[src/rtl/core/sbv_pkg.sv]
package sbv_pkg;

   localparam logic [31:0] FNV_OFFSET = 32'd2166136261;
   localparam logic [31:0] FNV_PRIME  = 32'd16777619;
   localparam logic [31:0] COORD_MAX  = 32'd1048560;
   localparam logic [31:0] START_MAX  = 32'd65535;
   localparam logic [31:0] MAGIC_WORD = {8'h31, 8'h43, 8'h53, 8'h4E};

   localparam int HDR_BYTES  = 32;
   localparam int REC_BYTES  = 24;
   localparam int HASH_FIRST = 28;

   localparam logic [4:0] REC_LAST = 5'(REC_BYTES - 1);
   localparam logic [6:0] INDEX_MAX = 7'd127;

   localparam int Q_DEPTH = 4;

   localparam logic [2:0] HW_MAGIC    = 3'd0;
   localparam logic [2:0] HW_VERSION  = 3'd1;
   localparam logic [2:0] HW_AREA     = 3'd2;
   localparam logic [2:0] HW_COUNT    = 3'd3;
   localparam logic [2:0] HW_START_X  = 3'd4;
   localparam logic [2:0] HW_START_Y  = 3'd5;
   localparam logic [2:0] HW_VERSION2 = 3'd6;
   localparam logic [2:0] HW_HASH     = 3'd7;

   typedef struct packed {
      logic        is_summary;
      logic [6:0]  index;
      logic [7:0]  object_type;
      logic [7:0]  object_variant;
      logic [15:0] object_tag;
      logic [31:0] pos_x;
      logic [31:0] pos_y;
      logic [31:0] size_w;
      logic [31:0] size_h;
      logic [31:0] object_data;
      logic [2:0]  area;
      logic        ok;
   } result_type;

endpackage

[src/rtl/core/scene_blob_validator.sv]
// Streaming checker for a scene blob: one byte is taken per cycle, with the
// final flag on the last byte. The header is checked, FNV-1a runs over every
// byte except the stored hash, each completed 24-byte record is emitted with
// a range check, and the last byte adds a summary with the verdict, after which
// the block is ready for the next blob. Every byte is processed in the cycle
// it is accepted, so the rate is one byte per cycle while the input is not
// stalled; the critical path is the 32-bit hash multiply and compare. Results
// leave through a four-entry queue, and the first result of a byte is offered
// in the cycle after that byte's transfer when the queue was empty. The input
// stalls only while the queue has fewer than two free entries.
module scene_blob_validator #(
   parameter int RECORD_CAPACITY = 64,
   parameter int MAX_BLOB_BYTES  = 2048
) (
   input  logic        clock,
   input  logic        reset,
   input  logic        req_valid,
   output logic        req_stall,
   input  logic [7:0]  req_data_byte,
   input  logic        req_final_byte,
   output logic        rsp_valid,
   input  logic        rsp_stall,
   output logic        rsp_is_summary,
   output logic [6:0]  rsp_index,
   output logic [7:0]  rsp_object_type,
   output logic [7:0]  rsp_object_variant,
   output logic [15:0] rsp_object_tag,
   output logic [31:0] rsp_pos_x,
   output logic [31:0] rsp_pos_y,
   output logic [31:0] rsp_size_w,
   output logic [31:0] rsp_size_h,
   output logic [31:0] rsp_object_data,
   output logic [2:0]  rsp_area,
   output logic        rsp_ok
);

   import sbv_pkg::*;

   localparam int POS_W = $clog2(MAX_BLOB_BYTES + 2);
   localparam int CNT_W = $clog2(RECORD_CAPACITY + 1);
   localparam int EXP_W = $clog2(HDR_BYTES + REC_BYTES * RECORD_CAPACITY + 1);
   localparam int CMP_W = (EXP_W > POS_W) ? EXP_W : POS_W;
   localparam int QP_W  = $clog2(Q_DEPTH);
   localparam int QC_W  = $clog2(Q_DEPTH + 1);

   logic [POS_W-1:0] pos_ff, pos_in;
   logic [31:0]      hash_ff, hash_in;
   logic [31:0]      ws_ff, ws_in;
   logic             hg_ff, hg_in;
   logic [2:0]       area_ff, area_in;
   logic [CNT_W-1:0] cnt_ff, cnt_in;
   logic [15:0]      sx_ff, sx_in;
   logic [15:0]      sy_ff, sy_in;
   logic [31:0]      eh_ff, eh_in;
   logic             rg_ff, rg_in;
   logic [6:0]       rc_ff, rc_in;
   logic [4:0]       rp_ff, rp_in;
   logic [7:0]       rec_ff [0:REC_BYTES-2];

   logic [QP_W-1:0]  qw_ff, qw_in;
   logic [QP_W-1:0]  qr_ff, qr_in;
   logic [QC_W-1:0]  qc_ff, qc_in;
   result_type       q_ff [0:Q_DEPTH-1];

   logic             req_take;
   logic             rsp_take;
   logic             in_range;
   logic             in_hdr;
   logic             hash_skip;
   logic [31:0]      hash_mix;
   logic [31:0]      word_now;
   logic             rec_wr;
   logic             push_rec;
   logic             push_sum;
   logic             acc;
   logic             fok;
   logic [CMP_W-1:0] len_now;
   logic [CMP_W-1:0] len_exp;
   result_type       rec_res;
   result_type       sum_res;

   assign req_take  = req_valid && !req_stall;
   assign rsp_take  = rsp_valid && !rsp_stall;
   assign req_stall = qc_ff > QC_W'(Q_DEPTH - 2);
   assign rsp_valid = qc_ff != '0;

   assign in_range  = pos_ff < POS_W'(MAX_BLOB_BYTES);
   assign in_hdr    = pos_ff < POS_W'(HDR_BYTES);
   assign hash_skip = (pos_ff >= POS_W'(HASH_FIRST)) && in_hdr;
   assign hash_mix  = (hash_ff ^ {24'd0, req_data_byte}) * FNV_PRIME;
   assign word_now  = {req_data_byte, ws_ff[31:8]};

   always_comb begin
      rec_res                = '0;
      rec_res.is_summary     = 1'b0;
      rec_res.index          = rc_ff;
      rec_res.object_type    = rec_ff[0];
      rec_res.object_variant = rec_ff[1];
      rec_res.object_tag     = {rec_ff[3], rec_ff[2]};
      rec_res.pos_x          = {rec_ff[7], rec_ff[6], rec_ff[5], rec_ff[4]};
      rec_res.pos_y          = {rec_ff[11], rec_ff[10], rec_ff[9], rec_ff[8]};
      rec_res.size_w         = {rec_ff[15], rec_ff[14], rec_ff[13], rec_ff[12]};
      rec_res.size_h         = {rec_ff[19], rec_ff[18], rec_ff[17], rec_ff[16]};
      rec_res.object_data    = {req_data_byte, rec_ff[22], rec_ff[21], rec_ff[20]};
      rec_res.area           = 3'd0;
      fok = (rec_res.object_type <= 8'd3) && (rec_res.object_variant <= 8'd2) &&
            (rec_res.pos_x <= COORD_MAX) && (rec_res.pos_y <= COORD_MAX) &&
            (rec_res.size_w != '0) && (rec_res.size_h != '0) &&
            (rec_res.size_w <= COORD_MAX) && (rec_res.size_h <= COORD_MAX);
      rec_res.ok             = hg_ff && fok;
   end

   always_comb begin
      pos_in   = pos_ff;
      hash_in  = hash_ff;
      ws_in    = ws_ff;
      hg_in    = hg_ff;
      area_in  = area_ff;
      cnt_in   = cnt_ff;
      sx_in    = sx_ff;
      sy_in    = sy_ff;
      eh_in    = eh_ff;
      rg_in    = rg_ff;
      rc_in    = rc_ff;
      rp_in    = rp_ff;
      rec_wr   = 1'b0;
      push_rec = 1'b0;
      push_sum = 1'b0;
      acc      = 1'b0;
      len_now  = '0;
      len_exp  = '0;
      sum_res  = '0;
      if (req_take) begin
         if (in_range) begin
            if (!hash_skip) begin
               hash_in = hash_mix;
            end
            if (in_hdr) begin
               ws_in = word_now;
               if (pos_ff[1:0] == 2'd3) begin
                  case (pos_ff[4:2])
                     HW_MAGIC: begin
                        if (word_now != MAGIC_WORD) hg_in = 1'b0;
                     end
                     HW_VERSION, HW_VERSION2: begin
                        if (word_now != 32'd1) hg_in = 1'b0;
                     end
                     HW_AREA: begin
                        if (word_now < 32'd1 || word_now > 32'd4) hg_in = 1'b0;
                        else area_in = word_now[2:0];
                     end
                     HW_COUNT: begin
                        cnt_in = word_now[CNT_W-1:0];
                        if (word_now == '0 || word_now > 32'(RECORD_CAPACITY)) begin
                           hg_in = 1'b0;
                        end
                     end
                     HW_START_X: begin
                        if (word_now > START_MAX) hg_in = 1'b0;
                        else sx_in = word_now[15:0];
                     end
                     HW_START_Y: begin
                        if (word_now > START_MAX) hg_in = 1'b0;
                        else sy_in = word_now[15:0];
                     end
                     HW_HASH: begin
                        eh_in = word_now;
                     end
                     default: begin
                        eh_in = word_now;
                     end
                  endcase
               end
            end else if (rp_ff == REC_LAST) begin
               push_rec = 1'b1;
               rp_in    = '0;
               if (!fok) rg_in = 1'b0;
               if (rc_ff != INDEX_MAX) rc_in = rc_ff + 7'd1;
            end else begin
               rec_wr = 1'b1;
               rp_in  = rp_ff + 5'd1;
            end
         end
         if (pos_ff <= POS_W'(MAX_BLOB_BYTES)) begin
            pos_in = pos_ff + POS_W'(1);
         end
         if (req_final_byte) begin
            push_sum = 1'b1;
            len_now  = CMP_W'(pos_in);
            len_exp  = CMP_W'(HDR_BYTES) + CMP_W'(cnt_in) * CMP_W'(REC_BYTES);
            acc = hg_in && rg_in &&
                  (pos_in >= POS_W'(HDR_BYTES)) &&
                  (pos_in <= POS_W'(MAX_BLOB_BYTES)) &&
                  (len_now == len_exp) && (hash_in == eh_in);
            sum_res.is_summary = 1'b1;
            if (acc) begin
               sum_res.index = 7'(cnt_in);
               sum_res.pos_x = {16'd0, sx_in};
               sum_res.pos_y = {16'd0, sy_in};
               sum_res.area  = area_in;
               sum_res.ok    = 1'b1;
            end
            pos_in  = '0;
            hash_in = FNV_OFFSET;
            hg_in   = 1'b1;
            rg_in   = 1'b1;
            rc_in   = '0;
            rp_in   = '0;
         end
      end
   end

   always_comb begin
      qw_in = qw_ff;
      qr_in = qr_ff;
      qc_in = qc_ff;
      if (push_rec && push_sum) begin
         qw_in = qw_ff + QP_W'(2);
         qc_in = qc_in + QC_W'(2);
      end else if (push_rec || push_sum) begin
         qw_in = qw_ff + QP_W'(1);
         qc_in = qc_in + QC_W'(1);
      end
      if (rsp_take) begin
         qr_in = qr_ff + QP_W'(1);
         qc_in = qc_in - QC_W'(1);
      end
   end

   always_ff @(posedge clock) begin
      if (reset) begin
         pos_ff  <= '0;
         hash_ff <= FNV_OFFSET;
         hg_ff   <= 1'b1;
         rg_ff   <= 1'b1;
         rc_ff   <= '0;
         rp_ff   <= '0;
         qw_ff   <= '0;
         qr_ff   <= '0;
         qc_ff   <= '0;
      end else begin
         pos_ff  <= pos_in;
         hash_ff <= hash_in;
         hg_ff   <= hg_in;
         rg_ff   <= rg_in;
         rc_ff   <= rc_in;
         rp_ff   <= rp_in;
         qw_ff   <= qw_in;
         qr_ff   <= qr_in;
         qc_ff   <= qc_in;
      end
   end

   always_ff @(posedge clock) begin
      ws_ff   <= ws_in;
      area_ff <= area_in;
      cnt_ff  <= cnt_in;
      sx_ff   <= sx_in;
      sy_ff   <= sy_in;
      eh_ff   <= eh_in;
      if (rec_wr) begin
         rec_ff[rp_ff] <= req_data_byte;
      end
      if (push_rec) begin
         q_ff[qw_ff] <= rec_res;
      end
      if (push_sum) begin
         if (push_rec) q_ff[qw_ff + QP_W'(1)] <= sum_res;
         else q_ff[qw_ff] <= sum_res;
      end
   end

   assign rsp_is_summary     = q_ff[qr_ff].is_summary;
   assign rsp_index          = q_ff[qr_ff].index;
   assign rsp_object_type    = q_ff[qr_ff].object_type;
   assign rsp_object_variant = q_ff[qr_ff].object_variant;
   assign rsp_object_tag     = q_ff[qr_ff].object_tag;
   assign rsp_pos_x          = q_ff[qr_ff].pos_x;
   assign rsp_pos_y          = q_ff[qr_ff].pos_y;
   assign rsp_size_w         = q_ff[qr_ff].size_w;
   assign rsp_size_h         = q_ff[qr_ff].size_h;
   assign rsp_object_data    = q_ff[qr_ff].object_data;
   assign rsp_area           = q_ff[qr_ff].area;
   assign rsp_ok             = q_ff[qr_ff].ok;

endmodule
[config.mk]
export PLATFORM = sky130hd
export DESIGN_NAME = scene_blob_validator
export DESIGN_NICKNAME = d
export VERILOG_FILES = /design/src/rtl/core/sbv_pkg.sv /design/src/rtl/core/scene_blob_validator.sv
export SDC_FILE = /design/constraint.sdc
export NUM_CORES = 2
export LEC_CHECK = 0
export BUFFER_PORTS_ARGS = -buffer_cell sky130_fd_sc_hd__clkbuf_2
export CAP_MARGIN = 30
export CORE_MARGIN = 4
export CORE_UTILIZATION = 45
export CTS_CLUSTER_DIAMETER = 50
export DETAILED_ROUTE_END_ITERATION = 10
export GPL_ROUTABILITY_DRIVEN = 0
export MAX_ROUTING_LAYER = met4
export PLACE_DENSITY = 0.65
export SLEW_MARGIN = 20
export SYNTH_ARGS = -nofsm -noshare
export SYNTH_HDL_FRONTEND = slang
export SYNTH_SLANG_ARGS = --single-unit
[constraint.sdc]
create_clock -name clock -period 8.8 [get_ports clock]
set_clock_uncertainty 0.15 [all_clocks]
set_input_delay 1.32 -clock clock [delete_from_list [all_inputs] [get_ports clock]]
set_output_delay 1.32 -clock clock [all_outputs]
set_load 0.02 [all_outputs]
-- Word-level counts from Yosys, hierarchy flattened
Memories as Yosys holds them, arrays and structs flattened. A register that Yosys moved wholly into a read port is not among the register bits.
Cells that the tools add are included.
- input bits: 13
- bits in writable memories: 1000
- output and inout bits: 206
- memories kept: 2
- word-level logic and storage cells: 193
- register bits: 171
- muxes and demuxes: 94
- $mul: 2
- add/sub/neg operators: 10
- reductions and logical operators: 36
- equality and inequality tests: 15
- bitwise logic cells: 2
- magnitude comparators: 17
- memory list (name ; depth ; width ; read ports ; clocked after memory_dff ; wr ports ; line ; RTL):
    q_ff ; 4 ; 204 ; 1 ; 1 ; 2 ; scene_blob_validator.sv:63 ; result_type q_ff [0:Q_DEPTH-1];
    rec_ff ; 23 ; 8 ; 23 ; 0 ; 1 ; scene_blob_validator.sv:58 ; logic [7:0] rec_ff [0:REC_BYTES-2];
- operators with widths (operator ; count):
    32-bit 2-to-1 mux ; 9
    204-bit 2-to-1 mux ; 1
    16-bit 2-to-1 mux ; 10
    48-bit 2-to-1 mux ; 3
    32-bit by 20-bit <= comparator with 1-bit output, second input constant ; 4
    7-bit 2-to-1 mux ; 11
    32-bit nonzero test ; 2
    12-bit 2-to-1 mux ; 3
    1-bit 2-to-1 mux ; 35
    32-bit equality test ; 1
    32-bit by 16-bit greater-than comparator with 1-bit output, second input constant ; 1
    32-bit by 3-bit greater-than comparator with 1-bit output, second input constant ; 1
    32-bit by 7-bit greater-than comparator with 1-bit output, second input constant ; 1
    32-bit zero test ; 1
    32-bit by 1-bit < comparator with 1-bit output, second input constant ; 1
    32-bit by 25-bit multiplier with 32-bit output, second input constant ; 1
    32-bit by 1-bit inequality test with 1-bit output, second input constant ; 1
    32-bit by 30-bit inequality test with 1-bit output, second input constant ; 1
    32-bit by 8-bit bitwise XOR with 32-bit output ; 1
    12-bit <= comparator, second input constant ; 2
    3-bit 2-to-1 mux ; 8
    5-bit 2-to-1 mux ; 4
    1-bit logical AND ; 17
    8-bit by 2-bit <= comparator with 1-bit output, second input constant ; 2
    other kinds (36) ; 55

-- Longest topological paths before layout
An unclocked memory read counts as a cell.
- word-level depth: 23
- depth in mapped cells: 26
- mapped depth without buffers: 24

-- Least setup slack after synthesis
OpenSTA, ideal clock, no wires.
- path type: input -> register
- from: input req_data_byte[6]
- to: memory q_ff[2][3] (netlist name), data pin
- slack: 0.938 ns
- stages on the path: 25
- setup time: 0.265 ns
- buffers on the path: 3
- required time: 8.385 ns
- arrival: 7.446 ns
- cell sequence: xor2_1 -> ha_1 -> ha_1 -> fa_1 -> ha_1 -> fa_1 -> ha_1 -> inv_1 -> fa_1 -> inv_1 -> ha_1 -> clkbuf_1 -> and4_1 -> o21ai_0 -> a31oi_1 -> o211a_1 -> o41ai_1 -> o21ai_0 -> xnor2_1 -> o21ai_0 -> xnor2_1 -> clkbuf_1 -> clkbuf_1 -> nand4b_1 -> nor2_1
- RTL lines (item ; line ; RTL):
    from (decl) ; scene_blob_validator.sv:19 ; input logic [7:0] req_data_byte,
    to (decl) ; scene_blob_validator.sv:63 ;

==> metrics.md <==
| Metric | Value |
|---|---|
| Detail Placement HPWL | 97.4 mm |
| Rel. slew slack | around 30% |
| Final wirelength | 159 mm |
| Clock slew at reported path FFs | 0.06 ns |
| Clock sinks | about 1200 |
| Cell family with most CP delay | adder cells |
| Met1 Usage GRT | between 30% and 40% |
| Fill count | 10413 |
| Synth area leaders | dfxtp_1 26%, edfxtp_1 26%, mux4_2 8.5% |
| Avg Cell Area, Syn | around 10 µm² |
| Total gr overflow | 0 |
| Setup_tns | 0 ns |
| Area Growth Syn to Fin | 14.0% |
| Hold_buf cts | 0 |
| Die height | 354 µm |
| Share of layout cells above drive strength 1 | 15.7% |
| Inserted Clock Buffers | 132 |
| Number of synthesized flops with an enable pin | 458 |
| Largest net degree at the start of global routing | 161 |
| WL per Instance | approximately 23 µm |
| Antenna Nets Post-Route | 0 |
| Yosys warns | 0 |
| Worst-margin pin slew | 1.04 ns |
| Drc violations | 0 |
| Final period utilization | 91.9% |
| Grt met2 use | roughly two fifths |
| Root Buffer | clkbuf_16 |
| Mapped cell area | 53800 µm² |
| Clock Path Buffers | 3 |
| GRT met3 Usage | 4.34% |
| Distinct cells, synth | 80 |
| RSZ-0062 raised after global routing | false |
| Placed inst area | 56800 µm² |
| Commonest cells after routing, fill and taps aside | 1066 x nand2_1, 743 x o21ai_0, 705 x dfxtp_1 |
| Crit Path Category | input pin to flip-flop |
| Initial antenna violation count | 5 |
| DIE AREA | 125000 µm² |
| Seq. cell area | about 28000 µm² |
| Post-synth ARST share | 0% |
| Outcome | complete, no violations |
| Busiest grt layer | met2 |
| Commonest non-fill, non-tap cell in the layout | nand2_1 |
| Synth Flop Type | dfxtp_1 |
| Min Tclk post-route | 8.09 ns |
| Pre-Repair DR Iteration Count | 5 |
| Drt initial violations | 4157 |
| CP Launch Type | input pin |
| Ports | 219 |
| Port bufs | 218 |
| Synth Register Bits | 1165 |
| Worst Path Buf+Inv | 5 |
| Crit path largest cell delay | 0.53 ns |
| Design area | a little over 60000 µm² |
| Chip width | about 350 µm |
| Fin. max-slew vios | 0 |
| Cells after synthesis | 5126 |
| Routed via count | 40607 |
| Register area share after synthesis | 51.9% |
| First-pass GRT wire length | 246 mm |
| Synthesized Nets | 5430 |
| Core area | 118000 µm² |
| Worst min path class | flip-flop to flip-flop |
| CP max-delay cell | fa_1 |
| Post-cts resize count | 0 |
| Post-synth top area share | around a quarter |
| Worst path most repeated cell | ha_1 |
| Critical Path Fanout Max | 61 |
| Nets@finish | 5535 |
| Postcts setup bufs | 0 |
| Critical Path End Type | flip-flop |
| Arrival @ worst endpoint | 8.50 ns |
| Fmax | approximately 0.12 GHz |
| Initial Utilization | 45.5% |
| Row count | 126 |
| Req. time, crit path | around 9 ns |
| Final hold vios | 0 |
| TritonCTS clock tree | yes |
| Vias in the first global route | 40392 |
| Ratio of routed vias to standard cells | 5.85 |
| GRT Total Usage | 25.9% |
| H-tree Lvls | 4 |
| Final Setup Violations | 0 |
| Max Cap Violations | 0 |
| Area of the multi-input gates | 23800 µm² |
| Worst-skew pair later-pin latency | 0.75 ns |
| Leading area contributor after synthesis | dfxtp_1 |
[final cells by class]
| cell class | instances | area share, % |
|---|---|---|
| multi-input cells | 3379 | 38.9 |
| clock inverters | 74 | 1.38 |
| well taps | 1600 | 3.26 |
| repair buffers | 318 | 3.56 |
| clock buffers | 170 | 5.97 |
| flip-flops and latches | 1165 | 45.5 |
| inverters | 235 | 1.45 |
| diodes | 4 | 0.0163 |
[layer usage]
metal	wire (µm)	share of wire, %
met5	0	0
met4	5190	3.3
met3	12500	7.9
met2	76000	48
met1	65400	41
[flip-flops by register name, indices dropped and copies added, names as in the netlist, 5 cells and up, named ones only]
| register | flops |
|---|---|
| eh_ff | 32 |
| rp_ff | 5 |
| hash_ff | 32 |
| sy_ff | 16 |
| sx_ff | 16 |
| rc_ff | 7 |
| q_ff | 816 |
| cnt_ff | 7 |
| rec_ff | 184 |
| ws_ff | 24 |
| pos_ff | 12 |
[path summary, 6_finish.rpt]
| path | cells past startpoint | startpoint | to | slack (ns) |
|---|---|---|---|---|
| max | 25 | req_data_byte[4] | q_ff[2][135]$_DFFE_PP_ | 0.71 |
| min | 2 | q_ff[1][180]$_SDFFE_PP0P_ | q_ff[1][180]$_SDFFE_PP0P_ | 0.30 |
| min reg2reg | 2 | q_ff[1][180]$_SDFFE_PP0P_ | q_ff[1][180]$_SDFFE_PP0P_ | 0.30 |
| max reg2reg | 24 | hash_ff[3]$_SDFFE_PP0P_ | q_ff[2][135]$_DFFE_PP_ | 1.13 |
[metrics by stage]
step | hold WS, ns | cells | setup slack (ns) | utilization, %
finish | 0.297 | 6945 | 0.714 | 51.8
global route | 0.314 | 6945 | 0.445 | 51.8
CTS | 0.301 | 6937 | 0.844 | 51.7
detailed placement | 0.287 | 6693 | 0.0854 | 47.9
global placement | 0.278 | 6685 | 0.143 | 47.8
floorplan | 0.270 | 5126 | 0.938 | -
[worst min-delay path, stage by stage, from the launching register on]
cell and delay, ns:
dfxtp_1 0.32, nand2_1 0.04, o21ai_0 0.05
[kinds of logic after synthesis]
group | share of synthesized area, %
and+or+nand+nor | 13.3
adders and majority gates | 7.81
muxes | 10.3
xor gates and xnor gates | 1.83
buffers and inverters | 4.16
AOI/OAI and AO/OA | 10.7
DFF | 51.9
[cells in the mapped netlist (12+ instances only)]
cell,count
a21oi_1,68
a22oi_1,20
buf_1,34
buf_2,12
clkbuf_1,290
dfxtp_1,707
edfxtp_1,458
fa_1,75
ha_1,216
inv_1,235
mux2_2,61
mux2i_1,27
mux4_2,204
nand2_1,1070
nand3_1,36
nand4_1,193
nor2_1,143
nor3_1,38
nor4_1,38
o211ai_1,21
o21ai_0,743
o21ai_1,107
or3_1,18
xnor2_1,65
xor2_1,45
Power is not shown: default switching activity piles up to over one toggle a cycle in this logic, so the estimate is an artifact.
